===== config.mk =====
export PLATFORM = sky130hd
export DESIGN_NAME = pfj_sqrt_cell
export DESIGN_NICKNAME = d
export VERILOG_FILES = /design/src/sv/pfj_pkg.sv /design/src/sv/pfj_sqrt_cell.sv
export SDC_FILE = /design/constraint.sdc
export NUM_CORES = 1
export LEC_CHECK = 0
export BUFFER_PORTS_ARGS = -buffer_cell sky130_fd_sc_hd__buf_2
export CORE_MARGIN = 1
export CORE_UTILIZATION = 40
export DETAILED_ROUTE_END_ITERATION = 10
export GPL_TIMING_DRIVEN = 0
export PLACE_DENSITY = 0.67
export SLEW_MARGIN = 20
export SYNTH_ARGS = -nofsm -noshare
export SYNTH_HDL_FRONTEND = slang
export SYNTH_SLANG_ARGS = --single-unit

===== constraint.sdc =====
create_clock -name clk_i -period 0.8 [get_ports clk_i]
set_clock_uncertainty 0.15 [all_clocks]
set_input_delay 0.12 -clock clk_i [delete_from_list [all_inputs] [get_ports clk_i]]
set_output_delay 0.12 -clock clk_i [all_outputs]
set_load 0.02 [all_outputs]

===== src/sv/pfj_pkg.sv =====
`timescale 1ns / 1ps
package pfj_pkg;

  localparam int DataW       = 32;
  localparam int FracBitsDef = 20;
  localparam int WideW       = 64;
  localparam int SatW        = WideW + 2;
  localparam int SqrtSteps   = 32;
  localparam int TQuoW       = 32;

  typedef logic signed [DataW-1:0] word_t;

  localparam word_t WordMax = {1'b0, {(DataW-1){1'b1}}};
  localparam word_t WordMin = {1'b1, {(DataW-1){1'b0}}};

  typedef struct packed {
    word_t v_row_re;
    word_t v_row_im;
    word_t v_col_re;
    word_t v_col_im;
    word_t s_row_re;
    word_t s_row_im;
    word_t y_re;
    word_t y_im;
    logic  diagonal;
  } in_item_t;

  typedef struct packed {
    word_t dp_dtheta;
    word_t dq_dtheta;
    word_t dp_dvmag;
    word_t dq_dvmag;
    logic  fault;
  } out_item_t;

  // Operands carried along the front of the pipe
  typedef struct packed {
    word_t vi_re;
    word_t vi_im;
    word_t vs_re;
    word_t vs_im;
    word_t si_re;
    word_t si_im;
    word_t y_re;
    word_t y_im;
    logic  diag;
  } work_t;

  // Operands carried through the quotient divider
  typedef struct packed {
    word_t b_re;
    word_t b_im;
    word_t e_re;
    word_t e_im;
    word_t si_re;
    word_t si_im;
    logic  diag;
    logic  mag_zero;
    logic  ov_common;
    logic  ov_extra;
    logic  sgn_re;
    logic  sgn_im;
    logic  tov_re;
    logic  tov_im;
  } fin_t;

  typedef struct packed {
    word_t v;
    logic  ov;
  } sat_t;

  function automatic sat_t sat_word(input logic signed [SatW-1:0] x);
    sat_t r;
    logic [SatW-DataW:0] hi;
    hi = x[SatW-1:DataW-1];
    if ((hi == '0) || (hi == '1)) begin
      r.v  = x[DataW-1:0];
      r.ov = 1'b0;
    end else begin
      r.v  = x[SatW-1] ? WordMin : WordMax;
      r.ov = 1'b1;
    end
    return r;
  endfunction

  function automatic logic [DataW-1:0] abs_word(input word_t x);
    return x[DataW-1] ? DataW'(-x) : DataW'(x);
  endfunction

endpackage


===== src/sv/pfj_sqrt_cell.sv =====
`timescale 1ns / 1ps
module pfj_sqrt_cell import pfj_pkg::*; #(
  parameter int STEP  = 0,
  parameter int TAG_W = 1
) (
  input  logic             clk_i,
  input  logic             rst_ni,
  input  logic             en_i,
  input  logic             valid_i,
  input  logic [WideW-1:0] rem_i,
  input  logic [WideW-1:0] root_i,
  input  logic [TAG_W-1:0] tag_i,
  output logic             valid_o,
  output logic [WideW-1:0] rem_o,
  output logic [WideW-1:0] root_o,
  output logic [TAG_W-1:0] tag_o
);

  localparam logic [WideW-1:0] Bit = WideW'(1) << (WideW - 2 - 2 * STEP);

  logic [WideW-1:0] trial;
  logic             take;
  logic             valid_q;
  logic [WideW-1:0] rem_q, root_q;
  logic [TAG_W-1:0] tag_q;

  assign trial = root_i + Bit;
  assign take  = rem_i >= trial;

  always_ff @(posedge clk_i or negedge rst_ni) begin
    if (!rst_ni) begin
      valid_q <= 1'b0;
    end else if (en_i) begin
      valid_q <= valid_i;
    end
  end

  // one root bit per cell
  always_ff @(posedge clk_i) begin
    if (en_i) begin
      rem_q  <= take ? rem_i - trial : rem_i;
      root_q <= take ? (root_i >> 1) + Bit : root_i >> 1;
      tag_q  <= tag_i;
    end
  end

  assign valid_o = valid_q;
  assign rem_o   = rem_q;
  assign root_o  = root_q;
  assign tag_o   = tag_q;

endmodule


# Word level (Yosys, flattened, before mapping)
# Index checks and enable logic that the tools add are counted.
# classes
order_cmp	1
muxes	2
add_sub_neg	3
# ops
op	count
63-bit by 63-bit adder with 64-bit output (second input constant)	1
64-bit by 63-bit adder with 64-bit output (second input constant)	1
64-bit greater-or-equal comparator	1
64-bit 2-to-1 mux	1
64-bit subtractor	1
63-bit 2-to-1 mux	1
# word_totals
out_inout_bits	130
word_cells	11
reg_bits	130
inputBits	133

# Logic depth before layout (Yosys ltp)
# Gate-level depths: netlist of run 1.
# depth
word_depth	3
mapped_depth	15
ltp_nobuf	13

# Worst setup path before layout of run 1
# OpenSTA, ideal clock, no wires.
# synth_timing
path_type	in2reg
startpoint	input port rem_i[0]
endpoint	register rem_q[53], in the netlist rem_o[53], data pin
t_required_ns	0.388
path_slack_ns	-2.315
t_arrival_ns	2.703
path_stages	13
setup_time_ns	0.262
path_buffers	2
cell_sequence	inv_1 -> ha_1 -> fa_1 -> nand2b_1 -> a21oi_1 -> o21ai_1 -> o21ba_1 -> a31oi_4 -> o211ai_1 -> a31oi_1 -> buf_4 -> buf_4 -> mux2_1
# synth_between
elab_chain_len	2
elab_cells_between_ends	3
cone_classes	add/sub (1); order compare (1); mux (1)
# synth_rtl
element	line_no	text
start, declared	pfj_sqrt_cell.sv:10	input logic [WideW-1:0] rem_i,
64-bit subtractor / 64-bit greater-or-equal comparator (equally long branches)	pfj_sqrt_cell.sv:41, pfj_sqrt_cell.sv:28	
64-bit 2-to-1 mux *	pfj_sqrt_cell.sv:41	rem_q <= take ? rem_i - trial : rem_i;
end signal, assigned	pfj_sqrt_cell.sv:41	
end, declared	pfj_sqrt_cell.sv:24	logic [WideW-1:0] rem_q, root_q;
# Every way passes the cells marked *; elsewhere a longest branch is shown, timed or not.
# A chain may end at the register's enable or synchronous reset.

# Worst setup path in the final report of run 1
# layout_timing
startpoint	input port rem_i[5]
endpoint	register rem_q[62], in the netlist rem_o[62], data pin
# The elaborated chain is that of the path after synthesis.

==> impl_metrics.ini, run 1 <==
[status]
status = complete, but fails checks
violations = negative hold slack, negative setup slack

[setup_path]
worst-path-max-fanout = 4
cpMostUsedCell = buf_6
cp_data_arrival_time_ns = 2.79
worstSetupPathType = in -> reg
cpMaxStageDelayCell = or3_4
path_buf_inv = 4
worst_setup_path_end_kind = flop
crit_path_cell_trace = buf_8, ha_4, a21o_1, or3_4, o21ai_4, o21ba_4, a31oi_4, o211ai_1, a31oi_2, buf_6, buf_6, buf_6, nand4_1, or3b_4
path_delay_family = compound AO/OA/AOI/OAI gates
critPathRequiredTime_ns = 0.82
max_stage_delay_ns = 0.39
startpoint_type = primary input

[detailed_routing]
ant_nets = 0
drt_first_iter_violations = 501
via_count = 8606
wire_per_inst_um = 18.07
drc = 0
routed_wirelength_um = 28950
drt_pre_antenna_iters = 5
via_per_inst = 5.372

[cts]
htree_levels = 4
root_buffer = clkbuf_16
cts_inserted_buffers = 17
cts_tree = yes
path_clk_slew_ns = 0.06
clock_latency_ns = 0.42
clockBufferDepth = 2
clkSinkCount = 130
ctsHoldBuffers = 64

[power_and_ir_drop]
powerDensity_mw_per_mm2 = 1916
clock_power_share_pct = 29.3
p_leak_nw = 6.250
switchingPower_mw = 8.776
power.internal_mw = 18.60
vdd_drop_max_mv = 1.407
p_comb_share_pct = 38.5
seqPwrFrac_pct = 32.2
totalPowerFinal_mw = 27.38
power_switching_share_pct = 32.05

[die]
die_w_um = 153.2
io_pins = 263
start_util_pct = 41.39
die_h_um = 153.2
coreArea_mm2 = 0.02209
core.rowCount = 54
die_area_mm2 = 0.02347

[cells_and_area]
synthToLayoutAreaGrowth_pct = 56.31
layout-drive-gt1-share_pct = 42.00
final_common_cell = buf_2
nFillCells = 1728
fin_area_mm2 = 0.01429
fin_nets = 1504
mostFrequentLayoutCells = 174 x buf_2, 129 x edfxtp_1, 93 x buf_6, 81 x inv_1, 79 x a21oi_1
stdcell_count = 1602
final_core_util_pct = 64.69

[global_routing]
grt_max_degree = 62
grt_pass1_wl_um = 44930
use_met1_pct = 32.27
antenna_found_initial = 1
grtUsageMet2_pct = 40.44
overflow = 0
busiest_layer = met2
grtUsageTotal_pct = 24.30
grt_use_met3_pct = 4.168
grt_pass1_vias = 8572

[placed_design]
place_inst = 1465
place_area_mm2 = 0.01113
place.gp.congestion = 0.8242
dp_slack_ns = -3.318
place.detailed.hpwl_um = 19770
io_buffer_count = 262

[logic_synthesis]
synthCells = 922
ys_warn_count = 0
synth_nets = 1120
synthFlopType = edfxtp_1
avgSynthCellArea_um2 = 9.917
ys_seq_elements = 130
synth.distinct_cells = 68
netlist_area_mm2 = 0.009144
seq_area_frac_synth_pct = 42.64
async_flop_share_pct = 0.7692
synth_edf_count = 129

[timing]
period_minus_slack_ns = 2.771
rsz0062_at_grt = true
hold_violations = 99
worstMarginPinSlew_ns = 0.5121
hold_slack_ns = -0.2193
period_share_pct = 346.4
tns_ns = -179.36
timing_max_transition_violations_final = 0
fmax_ghz = 0.3609
timing.slew.headroom_pct = 65.43
setup_viol = 197
fin_ws_ns = -1.971

[run]
drv_cap = 0

[hold_path]
min_path_type = in -> reg
[routing by layer]
| metal | up-vias | routed length, µm | share of wire (%) |
|---|---|---|---|
| met4 | 0 | 542 | 1.9 |
| met3 | 34 | 1692 | 5.8 |
| met2 | 301 | 14100 | 49 |
| li1 | 4167 | - | - |
| met1 | 4104 | 12610 | 44 |
| met5 | - | 0 | 0 |
[worst paths after layout]
| kind | start | to | slack, ns | depth (start not counted) |
|---|---|---|---|---|
| setup / recovery | rem_i[5] | rem_o[62]$_DFFE_PP_ | -1.97 | 14 |
| hold / removal | valid_i | valid_o$_DFFE_PN0P_ | -0.22 | 2 |
| setup reg to reg | valid_o$_DFFE_PN0P_ | valid_o$_DFFE_PN0P_ | -0.13 | 1 |
| hold reg to reg | valid_o$_DFFE_PN0P_ | valid_o$_DFFE_PN0P_ | 0.39 | 1 |
| max in group asynchronous | rst_ni | valid_o$_DFFE_PN0P_ | 0.56 | 2 |
| min in group asynchronous | rst_ni | valid_o$_DFFE_PN0P_ | -0.16 | 2 |
[cell usage after synthesis (5+ instances only)]
library cell	n	area [µm²]
nand2_1	69	259.0
a21oi_1	101	505.5
a21o_1	41	307.8
xor2_1	17	148.9
a21boi_0	5	37.54
clkbuf_1	25	93.84
a31oi_1	5	31.28
nand2b_1	6	37.54
nand4_1	21	131.4
a211oi_1	6	45.04
mux2_1	33	371.6
nor2_1	60	225.2
and4_1	6	52.55
inv_1	87	326.6
nand3_1	10	50.05
o2111ai_1	5	43.79
nor2b_1	7	43.79
nor3_1	16	80.08
o21ai_1	9	45.04
ha_1	64	800.8
o21bai_1	17	127.6
o21ai_0	42	210.2
mux2_2	19	214.0
xnor2_1	39	341.6
o211ai_1	8	60.06
edfxtp_1	129	3874
[cell type report]
class                   count  area, µm²  share of cell area [%]
multi-input cells         669       5712                   39.96
flip-flops and latches    130       3900                   27.29
repair buffers            384       3183                   22.27
clock buffers              20      466.7                   3.265
well taps                 280      350.3                   2.451
inverters                  87      336.6                   2.355
plain buffers              17      206.4                   1.444
clock inverters            12      130.1                  0.9104
diodes                      3      7.507                 0.05253
[repair_timing]
item	CTS	global route
pin swaps	32	33
buffers inserted	41	14
gates cloned	7	1
hold endpoints to repair	188	105
resized for setup	225	169
endpoints found under the setup margin	268	198
[cell families (layout without fill, tap and decap cells)]
logic type | Yosys count | after routing | share of synthesized area, %
AO/OA/AOI/OAI | 272 | 272 | 19.06
XOR/XNOR | 56 | 56 | 5.364
adder cells (fa/ha/maj) | 65 | 65 | 8.976
buffers and inverters | 123 | 520 | 5.555
flip-flops | 130 | 130 | 42.64
multiplexers | 53 | 53 | 6.514
other | 0 | 3 | 0
AND/OR/NAND/NOR | 223 | 223 | 11.89
[power by group through the flow]
stage	sequential, mW	clock, mW	combinational, mW
floorplan	9.89	0	4.26
global placement	8.81	0	7.55
CTS	8.72	8.10	9.75
finish	8.81	8.03	10.5
detailed placement	8.80	0	7.66
global route	8.88	8.34	11.2
[registers in the layout (all words and copies together), names as in the netlist]
register  count
rem_o        64
root_o       64
tag_o         1
valid_o       1
No activity file was read; power rests on OpenSTA's default activity.
==> run 2, diff against run 1 <==
==> constraint.sdc (replaced) <==
create_clock -name clk_i -period 2.3 [get_ports clk_i]
set_clock_uncertainty 0.15 [all_clocks]
set_input_delay 0.345 -clock clk_i [delete_from_list [all_inputs] [get_ports clk_i]]
set_output_delay 0.345 -clock clk_i [all_outputs]
set_load 0.02 [all_outputs]
==> run 2 against run 1 <==
  * The flow finishes with violations (negative setup slack)
  * Clock power is 60% lower
  * Combinational power is 68% lower
  * Critical path depth is 1 higher
  * Cell area is 3.8% lower
  * Critical path type unchanged
  * Critical endpoint is now rem_o[25]$_DFFE_PP_
  * Largest power group unchanged
  * Highest routed layer unchanged
==> impl_metrics.ini, run 2 (same netlist as run 1, synthesis figures left out) <==
[detailed_routing]
drc = 0
via_count = 8624
ant_nets = 0
drt_first_iter_violations = 498
via_per_inst = 5.420
routed_wirelength_um = 28270
drt_pre_antenna_iters = 7
wire_per_inst_um = 17.77

[cts]
path_clk_slew_ns = 0.06
clock_latency_ns = 0.43
root_buffer = clkbuf_16
clockBufferDepth = 2
cts_tree = yes
clkSinkCount = 130
htree_levels = 4
cts_inserted_buffers = 17

[global_routing]
grtUsageTotal_pct = 23.38
grt_pass1_vias = 8443
antenna_found_initial = 2
grt_pass1_wl_um = 43530
grt_max_degree = 75
overflow = 0

[setup_path]
cp_data_arrival_time_ns = 3.02
startpoint_type = primary input
worst_setup_path_end_kind = flop
worstSetupPathType = in -> reg
worst-path-max-fanout = 7
critPathRequiredTime_ns = 2.33

[cells_and_area]
nFillCells = 1819
fin_area_mm2 = 0.01375
mostFrequentLayoutCells = 255 x buf_2, 129 x edfxtp_1, 79 x inv_1, 73 x a21oi_1, 65 x dlygate4sd3_1
fin_nets = 1494
final_common_cell = buf_2
layout-drive-gt1-share_pct = 42.25
stdcell_count = 1591
synthToLayoutAreaGrowth_pct = 50.40

[status]
status = complete, but fails checks
violations = negative setup slack

[placed_design]
dp_slack_ns = -2.032
place_area_mm2 = 0.01113
place_inst = 1465
io_buffer_count = 262
place.gp.congestion = 0.8507
place.detailed.hpwl_um = 19710

[die]
die_w_um = 153.2
core.rowCount = 54
coreArea_mm2 = 0.02209
die_area_mm2 = 0.02347
die_h_um = 153.2
io_pins = 263
start_util_pct = 41.39

[hold_path]
min_path_type = in -> reg

[timing]
worstMarginPinSlew_ns = 0.5602
rsz0062_at_grt = true
period_minus_slack_ns = 2.991
setup_viol = 66
period_share_pct = 130.0
timing.slew.headroom_pct = 62.65
timing_max_transition_violations_final = 0
fmax_ghz = 0.3344
fin_ws_ns = -0.6908
hold_violations = 0

[power_and_ir_drop]
totalPowerFinal_mw = 9.580
vdd_drop_max_mv = 0.4743
p_leak_nw = 6.028
powerDensity_mw_per_mm2 = 696.7

[run]
drv_cap = 0
run 2: cell count changes in the layout (fill, tap and decap cells not counted), sizes merged:
cell / previous run / this run
buf: 331 / 319
bufinv: 2 / 6
dlygate4sd3: 63 / 65
clkinvlp: 2 / 4
clkbuf: 27 / 25
diode: 3 / 2
bufbuf: 0 / 1
clkinv: 6 / 3
inv: 89 / 87
run 2: per-stage QoR:
| step | hold WS (ns) | TNS, ns | util (%) |
|---|---|---|---|
| 2_1_floorplan | -0.1006 | -46.52 | - |
| 3_3_place_gp | -0.03079 | -201.67 | 50.21 |
| 3_5_place_dp | -0.02868 | -96.22 | 50.36 |
| 4_1_cts | 0.04887 | -42.10 | 59.59 |
| 5_1_grt | 0.06957 | -44.91 | 62.23 |
| 6_report | 0.07080 | -41.10 | 62.24 |
run 2: per-layer routing:
layer  track usage (%)  part of all wire [%]  up-vias
li1                  -                     -     4154
met1             30.67                    44     4076
met2             38.66                    48      350
met3             4.877                   6.4       44
met4             7.071                   2.0        0
met5                 0                     0        -
run 2: layout make-up:
class                   count  area [µm²]  share of cell area, %
diodes                      2       5.005                0.03639
plain buffers              13       172.7                  1.256
clock buffers              19       442.9                  3.221
clock inverters            13       232.7                  1.692
inverters                  87       339.1                  2.466
multi-input cells         669        5744                  41.77
flip-flops and latches    130        3899                  28.35
well taps                 280       350.3                  2.548
repair buffers            378        2566                  18.66
run 2: timing repair:
action,in CTS,in global routing
buffers inserted,25,20
endpoints found under the hold margin,65,0
pin swaps,23,40
endpoints found under the setup margin,66,66
resized for setup,113,114
cloned,5,2
hold buffers,65,0
run 2: where the power goes:
group / switching [mW] / internal, mW / leakage [nW]
Combinational: 1.82 / 1.57 / 4.44
Clock: 1.11 / 2.06 / 0.315
Sequential: 0.0614 / 2.95 / 1.27
run 2: worst max-delay path, stage by stage:
cell	delay, ns
buf_8	0.09
inv_8	0.03
ha_4	0.15
fa_2	0.33
nand2b_4	0.16
a21oi_4	0.22
o21ai_4	0.08
o21ba_4	0.22
a31oi_4	0.15
o211ai_1	0.18
a31oi_2	0.28
buf_6	0.24
buf_12	0.12
buf_16	0.11
mux2_4	0.29
run 2: worst paths after layout:
kind / start / slack, ns / depth (start not counted) / endpoint
hold reg to reg: valid_o$_DFFE_PN0P_ / 0.35 / 1 / valid_o$_DFFE_PN0P_
setup reg to reg: valid_o$_DFFE_PN0P_ / 1.42 / 1 / valid_o$_DFFE_PN0P_
setup / recovery: rem_i[0] / -0.69 / 15 / rem_o[25]$_DFFE_PP_
min in group asynchronous: rst_ni / 0.09 / 2 / valid_o$_DFFE_PN0P_
hold / removal: rem_i[5] / 0.07 / 2 / rem_o[5]$_DFFE_PP_
max in group asynchronous: rst_ni / 1.83 / 2 / valid_o$_DFFE_PN0P_
