--- src/sv/pfj_pkg.sv ---
`timescale 1ns / 1ps
package pfj_pkg;

  localparam int DataW       = 32;
  localparam int FracBitsDef = 20;
  localparam int WideW       = 64;
  localparam int SatW        = WideW + 2;
  localparam int SqrtSteps   = 32;
  localparam int TQuoW       = 32;

  typedef logic signed [DataW-1:0] word_t;

  localparam word_t WordMax = {1'b0, {(DataW-1){1'b1}}};
  localparam word_t WordMin = {1'b1, {(DataW-1){1'b0}}};

  typedef struct packed {
    word_t v_row_re;
    word_t v_row_im;
    word_t v_col_re;
    word_t v_col_im;
    word_t s_row_re;
    word_t s_row_im;
    word_t y_re;
    word_t y_im;
    logic  diagonal;
  } in_item_t;

  typedef struct packed {
    word_t dp_dtheta;
    word_t dq_dtheta;
    word_t dp_dvmag;
    word_t dq_dvmag;
    logic  fault;
  } out_item_t;

  // Operands carried along the front of the pipe
  typedef struct packed {
    word_t vi_re;
    word_t vi_im;
    word_t vs_re;
    word_t vs_im;
    word_t si_re;
    word_t si_im;
    word_t y_re;
    word_t y_im;
    logic  diag;
  } work_t;

  // Operands carried through the quotient divider
  typedef struct packed {
    word_t b_re;
    word_t b_im;
    word_t e_re;
    word_t e_im;
    word_t si_re;
    word_t si_im;
    logic  diag;
    logic  mag_zero;
    logic  ov_common;
    logic  ov_extra;
    logic  sgn_re;
    logic  sgn_im;
    logic  tov_re;
    logic  tov_im;
  } fin_t;

  typedef struct packed {
    word_t v;
    logic  ov;
  } sat_t;

  function automatic sat_t sat_word(input logic signed [SatW-1:0] x);
    sat_t r;
    logic [SatW-DataW:0] hi;
    hi = x[SatW-1:DataW-1];
    if ((hi == '0) || (hi == '1)) begin
      r.v  = x[DataW-1:0];
      r.ov = 1'b0;
    end else begin
      r.v  = x[SatW-1] ? WordMin : WordMax;
      r.ov = 1'b1;
    end
    return r;
  endfunction

  function automatic logic [DataW-1:0] abs_word(input word_t x);
    return x[DataW-1] ? DataW'(-x) : DataW'(x);
  endfunction

endpackage

--- src/sv/pfj_div_cell.sv ---
`timescale 1ns / 1ps
module pfj_div_cell import pfj_pkg::*; #(
  parameter int STEP  = 0,
  parameter int REM_W = 64,
  parameter int QW    = 32,
  parameter int TAG_W = 1
) (
  input  logic             clk_i,
  input  logic             rst_ni,
  input  logic             en_i,
  input  logic             valid_i,
  input  logic [DataW-1:0] div_i,
  input  logic [REM_W-1:0] rem_re_i,
  input  logic [REM_W-1:0] rem_im_i,
  input  logic [QW-1:0]    q_re_i,
  input  logic [QW-1:0]    q_im_i,
  input  logic [TAG_W-1:0] tag_i,
  output logic             valid_o,
  output logic [DataW-1:0] div_o,
  output logic [REM_W-1:0] rem_re_o,
  output logic [REM_W-1:0] rem_im_o,
  output logic [QW-1:0]    q_re_o,
  output logic [QW-1:0]    q_im_o,
  output logic [TAG_W-1:0] tag_o
);

  logic [REM_W-1:0] dsh;
  logic             take_re, take_im;
  logic             valid_q;
  logic [DataW-1:0] div_q;
  logic [REM_W-1:0] rem_re_q, rem_im_q;
  logic [QW-1:0]    q_re_q, q_im_q;
  logic [TAG_W-1:0] tag_q;

  assign dsh     = REM_W'(div_i) << STEP;
  assign take_re = rem_re_i >= dsh;
  assign take_im = rem_im_i >= dsh;

  always_ff @(posedge clk_i or negedge rst_ni) begin
    if (!rst_ni) begin
      valid_q <= 1'b0;
    end else if (en_i) begin
      valid_q <= valid_i;
    end
  end

  // restoring step on both lanes, one quotient bit each
  always_ff @(posedge clk_i) begin
    if (en_i) begin
      div_q    <= div_i;
      rem_re_q <= take_re ? rem_re_i - dsh : rem_re_i;
      rem_im_q <= take_im ? rem_im_i - dsh : rem_im_i;
      q_re_q   <= q_re_i | (QW'(take_re) << STEP);
      q_im_q   <= q_im_i | (QW'(take_im) << STEP);
      tag_q    <= tag_i;
    end
  end

  assign valid_o  = valid_q;
  assign div_o    = div_q;
  assign rem_re_o = rem_re_q;
  assign rem_im_o = rem_im_q;
  assign q_re_o   = q_re_q;
  assign q_im_o   = q_im_q;
  assign tag_o    = tag_q;

endmodule

--- config.mk ---
export PLATFORM = sky130hd
export DESIGN_NAME = pfj_div_cell
export DESIGN_NICKNAME = d
export VERILOG_FILES = /design/src/sv/pfj_pkg.sv /design/src/sv/pfj_div_cell.sv
export SDC_FILE = /design/constraint.sdc
export NUM_CORES = 1
export LEC_CHECK = 0
export ABC_AREA = 1
export BUFFER_PORTS_ARGS = -buffer_cell sky130_fd_sc_hd__buf_2
export CAP_MARGIN = 40
export CORE_ASPECT_RATIO = 0.8
export CORE_MARGIN = 2
export CORE_UTILIZATION = 40
export CTS_CLUSTER_SIZE = 24
export DETAILED_ROUTE_END_ITERATION = 12
export GPL_TIMING_DRIVEN = 0
export MAX_ROUTING_LAYER = met4
export PLACE_DENSITY = 0.65
export SKIP_LAST_GASP = 1
export SLEW_MARGIN = 40
export SYNTH_ARGS = -nofsm -noshare
export SYNTH_HDL_FRONTEND = slang
export SYNTH_SLANG_ARGS = --single-unit
--- constraint.sdc ---
create_clock -name clk_i -period 1.01 [get_ports clk_i]
set_input_delay 0.202 -clock clk_i [delete_from_list [all_inputs] [get_ports clk_i]]
set_output_delay 0.202 -clock clk_i [all_outputs]
set_load 0.05 [all_outputs]
# Word level (Yosys, flattened, before mapping)
# Index checks and enable logic that the tools add are counted.
[op_classes] n_addsub=2 mul=0 div=0 magnitude_cmp=2 n_eq_ne=0 n_shift=0 n_mux=2 bitwise_logic=2 n_reduce_logical=0
[ops] op="64-bit by 32-bit greater-or-equal comparator with 1-bit output" count=2
[ops] op="64-bit 2-to-1 mux" count=2
[ops] op="64-bit by 32-bit subtractor with 64-bit output" count=2
[ops] op="32-bit by 1-bit bitwise OR with 32-bit output" count=2
[word_totals] register_bits=226 latchBits=0 mem_bits_rw=0 romBits=0 inputBits=229 out_inout_bits=226 elab_cells=15 memories=0

# Depth between registers and ports, before layout
# Gate-level depths: netlist of the first run.
[depth] ltp_word=2 depth_mapped=16 ltp_nobuf=16

# Worst setup path before layout of the first run
# Ideal clock, no wire load.
[synth_timing] path_type="input-to-reg" startpoint="in rem_re_i[0]" endpoint="reg rem_re_q[52] (netlist: rem_re_o[52]) (data pin)" setup_ns=0.253 arrival_time_ns=1.886 t_required_ns=0.757 setup_slack_ns=-1.129 cell_stages=16 path_buffers=1 cell_sequence="inv_1 > ha_1 > fa_1 > inv_1 > nand3_1 > nand2_1 > nand2_1 > nand2_1 > nand2_1 > nand2_1 > nand2_2 > nand3_4 > buf_4 > nand3_1 > nand2_1 > nand2_1"
[synth_via] elab_chain_len=2 elab_cells_between_ends=3 cone_classes="add/sub: 1; order compare: 1; mux: 1"
[synth_lines] element="start: declaration" line_no="pfj_div_cell.sv:13" text="input logic [REM_W-1:0] rem_re_i,"
[synth_lines] element="64-bit by 32-bit subtractor with 64-bit output or 64-bit by 32-bit greater-or-equal comparator with 1-bit output (tied branches)" line_no="pfj_div_cell.sv:51, pfj_div_cell.sv:36"
[synth_lines] element="64-bit 2-to-1 mux *" line_no="pfj_div_cell.sv:51" text="rem_re_q <= take_re ? rem_re_i - dsh : rem_re_i;"
[synth_lines] element="end signal: assignment" line_no="pfj_div_cell.sv:51"
[synth_lines] element="end: declaration" line_no="pfj_div_cell.sv:31" text="logic [REM_W-1:0] rem_re_q, rem_im_q;"
# Mark *: on every way between the ends. The rest lies on a longest branch, timed or not.
# A chain may end at the register's enable or synchronous reset.

# Worst setup path in the final report of the first run
[layout_timing] startpoint="in div_i[6]" endpoint="reg rem_re_q[33] (netlist: rem_re_o[33]) (data pin)"
[layout_via] elab_chain_len=2 elab_cells_between_ends=3 cone_classes="add/sub: 1; order compare: 1; mux: 1"
[layout_lines] element="start: declaration" line_no="pfj_div_cell.sv:12" text="input logic [DataW-1:0] div_i,"
[layout_lines] element="64-bit by 32-bit subtractor with 64-bit output or 64-bit by 32-bit greater-or-equal comparator with 1-bit output (tied branches)" line_no="pfj_div_cell.sv:51, pfj_div_cell.sv:36"
[layout_lines] element="64-bit 2-to-1 mux *" line_no="pfj_div_cell.sv:51"
# Marks and branches as above.

==> results by group, run 1 <==
Status
  • Status: complete, but fails checks
  • Failing checks: hold timing, setup timing

Global routing
  • Vias in the first global route: 17163
  • Initial antenna violation count: 7
  • Grt total ovfl: 0
  • Total track usage: 0.344
  • First-pass GRT wire length: 104000 um
  • Largest net degree at the start of global routing: 82

Final layout
  • Final design utilization: 0.698
  • Area growth from synthesis to layout: 71.3%
  • Commonest non-fill, non-tap cell in the layout: nand2_1
  • Most frequent cells in the layout: nand2_1, inv_1, buf_6
  • Filler cells: 3069
  • Post-route cell area: 0.0276 sq mm
  • Share of cells above drive strength 1: 0.414
  • NumNets Final: 3295

Synthesis
  • Post-Synthesis Cells: 2209
  • Mean post-synth cell area: 7.30 sq um
  • Cell Area, Synth: 0.0161 sq mm
  • Synth area leader: edfxtp_1
  • Synth warnings: 0
  • Unique cell type count in the Yosys netlist: 39
  • Yosys reg bits: 226
  • Mapped Nets: 2504
  • Top cell type's share of synthesized area: 0.419
  • Largest cells by area after synthesis: edfxtp_1, nand2_1, inv_1, nor2_1, ha_1
  • Sequential cell area fraction in the yosys report: 0.421

Floorplanning
  • Die area: 0.0419 sq mm
  • CORE AREA: 0.0396 sq mm
  • Num rows: 65
  • Die height: 184 um
  • Initial Utilization: 0.407
  • I/O pin count: 455
  • Die X-Extent: 228 um

CTS
  • CTS sink count: 226
  • CTS tree: done
  • Clk pin slew, worst setup/hold paths: 60 ps
  • CTS Root Buffer Type: clkbuf_16
  • Worst skew pair latency: 580 ps
  • Max clock buf depth: 3
  • Total CTS buffers: 26
  • H-tree depth: 1

Route
  • DRT antenna net count: 0
  • WL per Instance: 22.3 um
  • Overall routed net length: 79600 um
  • Vias per cell: 5.26
  • Drt initial violations: 1432
  • First-pass DRT Iterations: 5
  • Via count: 18745
  • DRC Markers: 0

Pwr
  • Leak: 12.4 nW
  • Total power per unit cell area: 1320 mW/mm^2
  • Worst vdd ir: 1.32 mV

Place
  • Placer's final routability congestion estimate: 0.986
  • HPWL after detailed placement: 56800 um
  • DP Area: 0.0198 sq mm
  • Buffers added on ports: 454

Worst hold path
  • Hold Path Class: input pin to register
  • Worst hold stages: 3

Worst setup path
  • Crit path cell chain: buf_8 > clkinvlp_4 > ha_4 > buf_4 > nand2_1 > nand2_1 > nand2_1 > nand2_1 > inv_1 > nand3_2 > nand2_1 > nand3_2 > a21oi_4 > or2_2 > nand2_1
  • Slowest stage cell on the critical path: ha_4
  • Startpoint types: input pin
  • Worst endpoint required time: 1350 ps
  • R2R depth: 1
  • CP Class: input pin to register
  • Largest stage delay on the critical path: 300 ps
  • Critical path fanouts, max: 4
  • Worst EP arrival: 2210 ps
  • CP endpoint kind: register
  • Most used cell, CP: nand2_1
  • R2R Setup Slk: 220 ps

STA
  • Max Fclk: 0.533 GHz
  • Final slew viol count: 0
  • Crit share post-route: 1.86
  • Clock Skew: 0 ps
  • RSZ-0062 raised after global routing: true
  • Final setup TNS: -173460 ps
  • Measured slew at the worst slew-check pin: 589 ps
  • Final setup viols: 356
  • Slew headroom: 0.608
  • Hold Vio Cnt, Final: 1
  • Fin crit period: 1880 ps
  • Hold WS: -2.78 ps
  • Worst setup margin: -866 ps

Run
  • Number of max-cap violations: 0
-- metrics by stage --
stage | setup slack [ps] | power, mW | instances
5_1_grt | -927 | 37.7 | 3561
4_1_cts | -819 | 33.6 | 3496
3_3_place_gp | -3430 | 22.3 | 3199
6_report | -866 | 36.6 | 3563
2_1_floorplan | -991 | 18.9 | 2209
3_5_place_dp | -2030 | 22.3 | 3201
-- worst max-delay path: cells and delay by family --
kind | cells | cell delay (ps)
AND/OR/NAND/NOR | 9 | 910
buffers and inverters | 4 | 510
adder cells (fa/ha/maj) | 1 | 300
AO/OA/AOI/OAI | 1 | 270
-- routing by layer --
layer	global-route usage	part of all wire	vias to the layer above
met1	0.463	0.42	9023
met5	-	0	-
li1	-	-	8664
met4	0.0860	0.028	0
met3	0.0738	0.091	123
met2	0.530	0.46	935
-- layout make-up --
| cell class | instances | area (sq um) | area share |
|---|---|---|---|
| clock inverters | 20 | 226 | 0.00820 |
| clock buffers | 27 | 654 | 0.0237 |
| diodes | 8 | 20.0 | 0.000725 |
| plain buffers | 17 | 284 | 0.0103 |
| repair buffers | 769 | 7020 | 0.254 |
| flip-flops and latches | 226 | 6780 | 0.245 |
| repair inverters | 1 | 30.0 | 0.00109 |
| multi-input cells | 1597 | 10500 | 0.379 |
| well taps | 536 | 671 | 0.0243 |
| inverters | 362 | 1470 | 0.0531 |
-- cells in the mapped netlist, drive strengths merged --
library cell and count:
mux2 1, nand3 117, nand3b 9, buf 24, or3 2, or2 8, nor4 1, nor3b 3
nand2 838, xnor2 44, a21oi 97, dfrtp 1, and3 2, o21bai 9, nand4 36, a21o 2
inv 362, nor3 34, o21a 1, ha 64, fa 2, edfxtp 225, xor2 9, o21ai 73
nor2 245
-- path summary, 6_finish.rpt --
kind                                end    startpoint
setup reg to reg                valid_o       valid_o
hold / removal             rem_im_o[21]  rem_im_i[21]
setup / recovery           rem_re_o[33]      div_i[6]
hold reg to reg                 valid_o       valid_o
min in group asynchronous       valid_o        rst_ni
max in group asynchronous       valid_o        rst_ni
-- logic make-up (layout without fill, tap and decap cells) --
kind of cell    Yosys count  in the layout  share of synthesized area
other cells               0              8                          0
fa+ha+maj                66             66                     0.0521
compound gates          182            182                     0.0693
flops                   226            226                      0.421
simple gates           1295           1295                      0.331
buf+inv                 386           1196                     0.0976
mux                       1              1                   0.000698
xor+xnor                 53             53                     0.0288
-- power breakdown --
part,switching (mW),internal [mW],total [mW]
clock network,4.23,5.76,9.99
registers,0.554,11.6,12.1
logic,9.06,5.43,14.5
total,13.9,22.7,36.6
-- flip-flops by register name, indices dropped and copies added, names as in the netlist --
signal / cells
valid_o: 1
tag_o: 1
rem_im_o: 64
q_re_o: 32
rem_re_o: 64
q_im_o: 32
div_o: 32
-- repair_timing --
| action | in CTS | in global routing |
|---|---|---|
| hold buffers | 168 | 3 |
| hold endpoints to repair | 167 | 3 |
| gates resized for setup | 320 | 1027 |
| buffers inserted | 76 | 56 |
| endpoints found under the setup margin | 356 | 356 |
| cloned | 6 | 6 |
| pin swaps | 73 | 110 |
No activity file was read; power rests on OpenSTA's default activity.
==> inputs of run 2 (changes only) <==
--- a/config.mk
+++ b/config.mk
@@ -8,7 +8,6 @@
 export ABC_AREA = 1
 export BUFFER_PORTS_ARGS = -buffer_cell sky130_fd_sc_hd__buf_2
 export CAP_MARGIN = 40
-export CORE_ASPECT_RATIO = 0.8
 export CORE_MARGIN = 2
 export CORE_UTILIZATION = 40
 export CTS_CLUSTER_SIZE = 24
@@ -16,6 +15,7 @@
 export GPL_TIMING_DRIVEN = 0
 export MAX_ROUTING_LAYER = met4
 export PLACE_DENSITY = 0.65
+export SKIP_CTS_REPAIR_TIMING = 1
 export SKIP_LAST_GASP = 1
 export SLEW_MARGIN = 40
 export SYNTH_ARGS = -nofsm -noshare
==> run 2 against run 1 <==
Compared with the run above:
- the run still ends with hold timing, setup timing left
- fmax decreased by 1.3%
- flip-flop and latch count unchanged
- wire length decreased by 7.2%
- setup slack got worse by 25 ps
- sequential power about the same
- sequential share of layout area increased by 1.3 points
- power decreased by 1.6%
- core utilization decreased by 3.6 points
- hold slack got worse by 42 ps
- clock power increased by 5%
- via count decreased by 5.2%
- critical path type unchanged
- largest power group unchanged
==> results by group, run 2 (same netlist as run 1, synthesis figures left out) <==
Worst setup path
  • Worst EP arrival: 2320 ps
  • Critical path fanouts, max: 7
  • Worst endpoint required time: 1430 ps
  • CP Class: input pin to register
  • CP endpoint kind: register
  • Startpoint types: input pin

CTS
  • Clk pin slew, worst setup/hold paths: 80 ps
  • CTS tree: done
  • H-tree depth: 1
  • CTS Root Buffer Type: clkbuf_16
  • Total CTS buffers: 27
  • CTS sink count: 226
  • Worst skew pair latency: 570 ps
  • Max clock buf depth: 3

Global routing
  • Grt total ovfl: 0
  • First-pass GRT wire length: 93300 um
  • Initial antenna violation count: 8
  • Total track usage: 0.310
  • Vias in the first global route: 15395
  • Largest net degree at the start of global routing: 82

Floorplanning
  • Num rows: 73
  • Die area: 0.0419 sq mm
  • Initial Utilization: 0.406
  • Die X-Extent: 205 um
  • I/O pin count: 455
  • CORE AREA: 0.0397 sq mm
  • Die height: 205 um

Pwr
  • Switch Pwr: 13.5 mW
  • Register share of total power: 0.336
  • Clk network pwr share: 0.291
  • Sw frac: 0.376
  • Leak: 11.8 nW
  • Comb power frac: 0.372
  • Worst vdd ir: 1.29 mV
  • Tot Pwr: 36.0 mW
  • Internal power: 22.5 mW
  • Total power per unit cell area: 1370 mW/mm^2

Route
  • WL per Instance: 21.2 um
  • DRT antenna net count: 0
  • Drt initial violations: 1333
  • First-pass DRT Iterations: 6
  • Overall routed net length: 73900 um
  • Via count: 17773
  • Vias per cell: 5.11
  • DRC Markers: 0

Final layout
  • Share of cells above drive strength 1: 0.366
  • Post-route cell area: 0.0263 sq mm
  • NumNets Final: 3223
  • Most frequent cells in the layout: nand2_1, inv_1, buf_6
  • Area growth from synthesis to layout: 62.9%
  • Commonest non-fill, non-tap cell in the layout: nand2_1

Status
  • Failing checks: hold timing, setup timing
  • Status: complete, but fails checks

STA
  • Worst setup margin: -891 ps
  • RSZ-0062 raised after global routing: true
  • Final setup TNS: -177590 ps
  • Final slew viol count: 0
  • Hold Vio Cnt, Final: 31
  • Fin crit period: 1900 ps
  • Clock Skew: 0 ps
  • Measured slew at the worst slew-check pin: 468 ps
  • Hold WS: -45.0 ps
  • Max Fclk: 0.526 GHz
  • Crit share post-route: 1.88
  • Slew headroom: 0.686
  • Final setup viols: 356

Place
  • HPWL after detailed placement: 55900 um
  • Buffers added on ports: 454
  • DP Area: 0.0198 sq mm
  • Placer's final routability congestion estimate: 1.00

Run
  • Number of max-cap violations: 0

Worst hold path
  • Hold Path Class: input pin to register
run 2: changes by cell type in the layout (fill, tap and decap cells not counted), moves of 12 or more:
cell	change
nand2_2	-43
nand2_4	-20
buf_4	-34
a21oi_4	-13
nor2_2	-13
o21ai_2	-12
o21ai_1	+13
nand2_1	+66
dlygate4sd3_1	-25
nor2_1	+18
inv_1	+13
run 2: final timing paths:
kind	slack, ps	from	cells past startpoint	to
max	-890	div_i[14]	15	rem_im_o[44]
min	-50	en_i	1	q_re_o[30]
max reg2reg	110	valid_o	2	valid_o
min reg2reg	660	valid_o	2	valid_o
max in group asynchronous	420	rst_ni	3	valid_o
min in group asynchronous	470	rst_ni	3	valid_o
run 2: power groups by stage:
| stage | combinational, mW | sequential [mW] | clock (mW) |
|---|---|---|---|
| 5_1_grt | 14.1 | 12.2 | 10.9 |
| 3_5_place_dp | 10.3 | 12.0 | 0 |
| 2_1_floorplan | 3.52 | 15.4 | 0 |
| 4_1_cts | 10.3 | 11.8 | 10.4 |
| 3_3_place_gp | 10.2 | 12.0 | 0 |
| 6_report | 13.4 | 12.1 | 10.5 |
run 2: layout make-up:
type | count | area, sq um
antenna | 8 | 20.0
buffer | 24 | 398
clock buffer | 27 | 676
clock inverter | 22 | 262
fill | 3277 | 13500
inverter | 362 | 1480
multi-input combinational | 1597 | 9820
sequential | 226 | 6780
tap | 525 | 657
timing repair buffer | 689 | 6170
timing repair inverter | 1 | 8.76
run 2: worst max-delay path, cell delays in order:
cell and delay [ps]:
buf_8 80, clkinvlp_4 190, ha_4 360, nand2_4 70, nor2_4 160, nand2_2 100, nor2_4 150, nand2_2 110
nand2_2 90, nor2_4 50, nand3_4 160, clkinv_8 120, buf_12 170, buf_12 150, a21oi_4 160
run 2: metal layers:
layer	vias to the layer above	routed length (um)	GRT usage
li1	8506	-	-
met1	8379	30800	0.412
met2	749	34700	0.477
met3	139	5100	0.0415
met4	0	3290	0.128
met5	-	0	-
run 2: metrics by stage:
step	worst slack (ps)	std cells	hold slack, ps	utilization
detailed placement	-2290	3191	-21.8	0.499
global route	-925	3481	-49.2	0.661
floorplan	-991	2209	-93.6	-
finish	-891	3481	-45.0	0.661
CTS	-1700	3240	-623	0.523
global placement	-3400	3188	-23.2	0.497
==> inputs of run 3 (changes only) <==
--- a/config.mk
+++ b/config.mk
@@ -15,6 +15,7 @@
 export GPL_TIMING_DRIVEN = 0
 export MAX_ROUTING_LAYER = met4
 export PLACE_DENSITY = 0.65
+export RECOVER_POWER = 50
 export SKIP_CTS_REPAIR_TIMING = 1
 export SKIP_LAST_GASP = 1
 export SLEW_MARGIN = 40
==> run 3 against run 2 <==
Compared with the run above:
- the flow still finishes with violations (hold timing, setup timing)
- global-route usage unchanged
- sequential share of layout area about the same
- setup slack lost 5.9 ps
- clock power hardly changed
- largest power group unchanged
- highest routed layer unchanged
- cell count did not move
- core utilization is 0.057 points lower
- critical path depth fell by 1
- critical path type unchanged
==> results by group, run 3 (same netlist as run 1, synthesis figures left out) <==
Status
  • Status: complete, but fails checks
  • Failing checks: hold timing, setup timing

Route
  • Via count: 17782
  • First-pass DRT Iterations: 7
  • DRC Markers: 0
  • DRT antenna net count: 0
  • WL per Instance: 21.3 um
  • Vias per cell: 5.11
  • Overall routed net length: 74000 um
  • Drt initial violations: 1294

CTS
  • CTS sink count: 226
  • Clk pin slew, worst setup/hold paths: 60 ps
  • Worst skew pair latency: 570 ps
  • CTS Root Buffer Type: clkbuf_16
  • CTS tree: done
  • Total CTS buffers: 27
  • Max clock buf depth: 3
  • H-tree depth: 1

Worst setup path
  • Buffer and inverter count on the worst path: 4
  • Worst EP arrival: 2290 ps
  • CP Class: input pin to register
  • Slowest stage cell on the critical path: ha_4
  • Critical path fanouts, max: 7
  • Cell family with most CP delay: simple AND/OR/NAND/NOR gates
  • Crit path cell chain: buf_8 > clkinvlp_4 > ha_4 > nand2_4 > nor2_4 > nand2_2 > nor2_4 > nand2_2 > nand2_2 > nor2_4 > nand3_4 > clkinv_8 > buf_12 > o21ai_2
  • Largest stage delay on the critical path: 360 ps
  • Startpoint types: input pin
  • CP endpoint kind: register
  • Worst endpoint required time: 1390 ps

STA
  • Crit share post-route: 1.89
  • RSZ-0062 raised after global routing: true
  • Max Fclk: 0.524 GHz
  • Final slew viol count: 0
  • Slew headroom: 0.588
  • Clock Skew: 0 ps
  • Final setup viols: 437
  • Worst setup margin: -897 ps
  • Fin crit period: 1910 ps
  • Measured slew at the worst slew-check pin: 618 ps
  • Hold Vio Cnt, Final: 13
  • Hold WS: -31.6 ps

Global routing
  • Largest net degree at the start of global routing: 82
  • First-pass GRT wire length: 93300 um
  • Vias in the first global route: 15395
  • Initial antenna violation count: 8
  • Total track usage: 0.310
  • Grt total ovfl: 0

Final layout
  • NumNets Final: 3223
  • Most frequent cells in the layout: nand2_1, inv_1, buf_6
  • Area growth from synthesis to layout: 62.8%
  • Share of cells above drive strength 1: 0.366
  • Commonest non-fill, non-tap cell in the layout: nand2_1
  • Filler cells: 3280
  • Final design utilization: 0.661

Floorplanning
  • Initial Utilization: 0.406
  • Die area: 0.0419 sq mm
  • CORE AREA: 0.0397 sq mm
  • Die height: 205 um
  • Die X-Extent: 205 um
  • I/O pin count: 455
  • Num rows: 73

Pwr
  • Total power per unit cell area: 1370 mW/mm^2
  • Leak: 11.8 nW
  • Worst vdd ir: 1.29 mV

Run
  • Number of max-cap violations: 0

Place
  • Buffers added on ports: 454
  • Placer's final routability congestion estimate: 1.00
  • HPWL after detailed placement: 55900 um

Worst hold path
  • Hold Path Class: input pin to register
-- run 3: metrics by stage --
step	power [mW]	setup WS, ps	TNS [ps]	instance area [sq um]	instances
6_report	36.0	-897	-207020	26200	3481
5_1_grt	37.1	-925	-228450	26200	3481
3_3_place_gp	22.2	-3400	-953340	19700	3188
3_5_place_dp	22.2	-2290	-274440	19800	3191
2_1_floorplan	18.9	-991	-120780	16800	2209
4_1_cts	32.6	-1700	-231550	20800	3240
-- run 3: final cells by class --
class	instances	area, sq um	area share
Timing Repair inverter	1	8.76	0.000334
Tap cell	525	657	0.0250
Buffer	24	398	0.0152
Clock buffer	27	676	0.0257
Clock inverter	22	262	0.00996
Inverter	362	1480	0.0562
Sequential cell	226	6780	0.258
Multi-Input combinational cell	1597	9820	0.374
Timing Repair Buffer	689	6140	0.234
Antenna cell	8	20.0	0.000763
-- run 3: path summary, 6_finish.rpt --
kind	start	to	slack, ps	cells after the start
min in group asynchronous	rst_ni	valid_o	470	3
hold / removal	rem_im_i[30]	rem_im_o[30]	-30	3
hold reg to reg	valid_o	valid_o	650	2
setup reg to reg	valid_o	valid_o	110	2
max in group asynchronous	rst_ni	valid_o	430	3
setup / recovery	div_i[14]	rem_im_o[26]	-900	14
-- run 3: metal layers --
metal / track usage / vias to the layer above / routed length [um]
met3: 0.0415 / 142 / 5290
met1: 0.412 / 8386 / 30700
met5: - / - / 0
li1: - / 8506 / -
met4: 0.128 / 0 / 3320
met2: 0.477 / 748 / 34700
-- run 3: power breakdown --
group / total [mW] / internal [mW] / switching [mW]
Sequential: 12.1 / 11.6 / 0.559
Clock: 10.5 / 6.01 / 4.48
Combinational: 13.4 / 4.91 / 8.48
-- run 3: tightest hold or removal path, stage by stage --
cell     delay [ps]
buf_2            90
nand2_1          40
o21ai_1          80
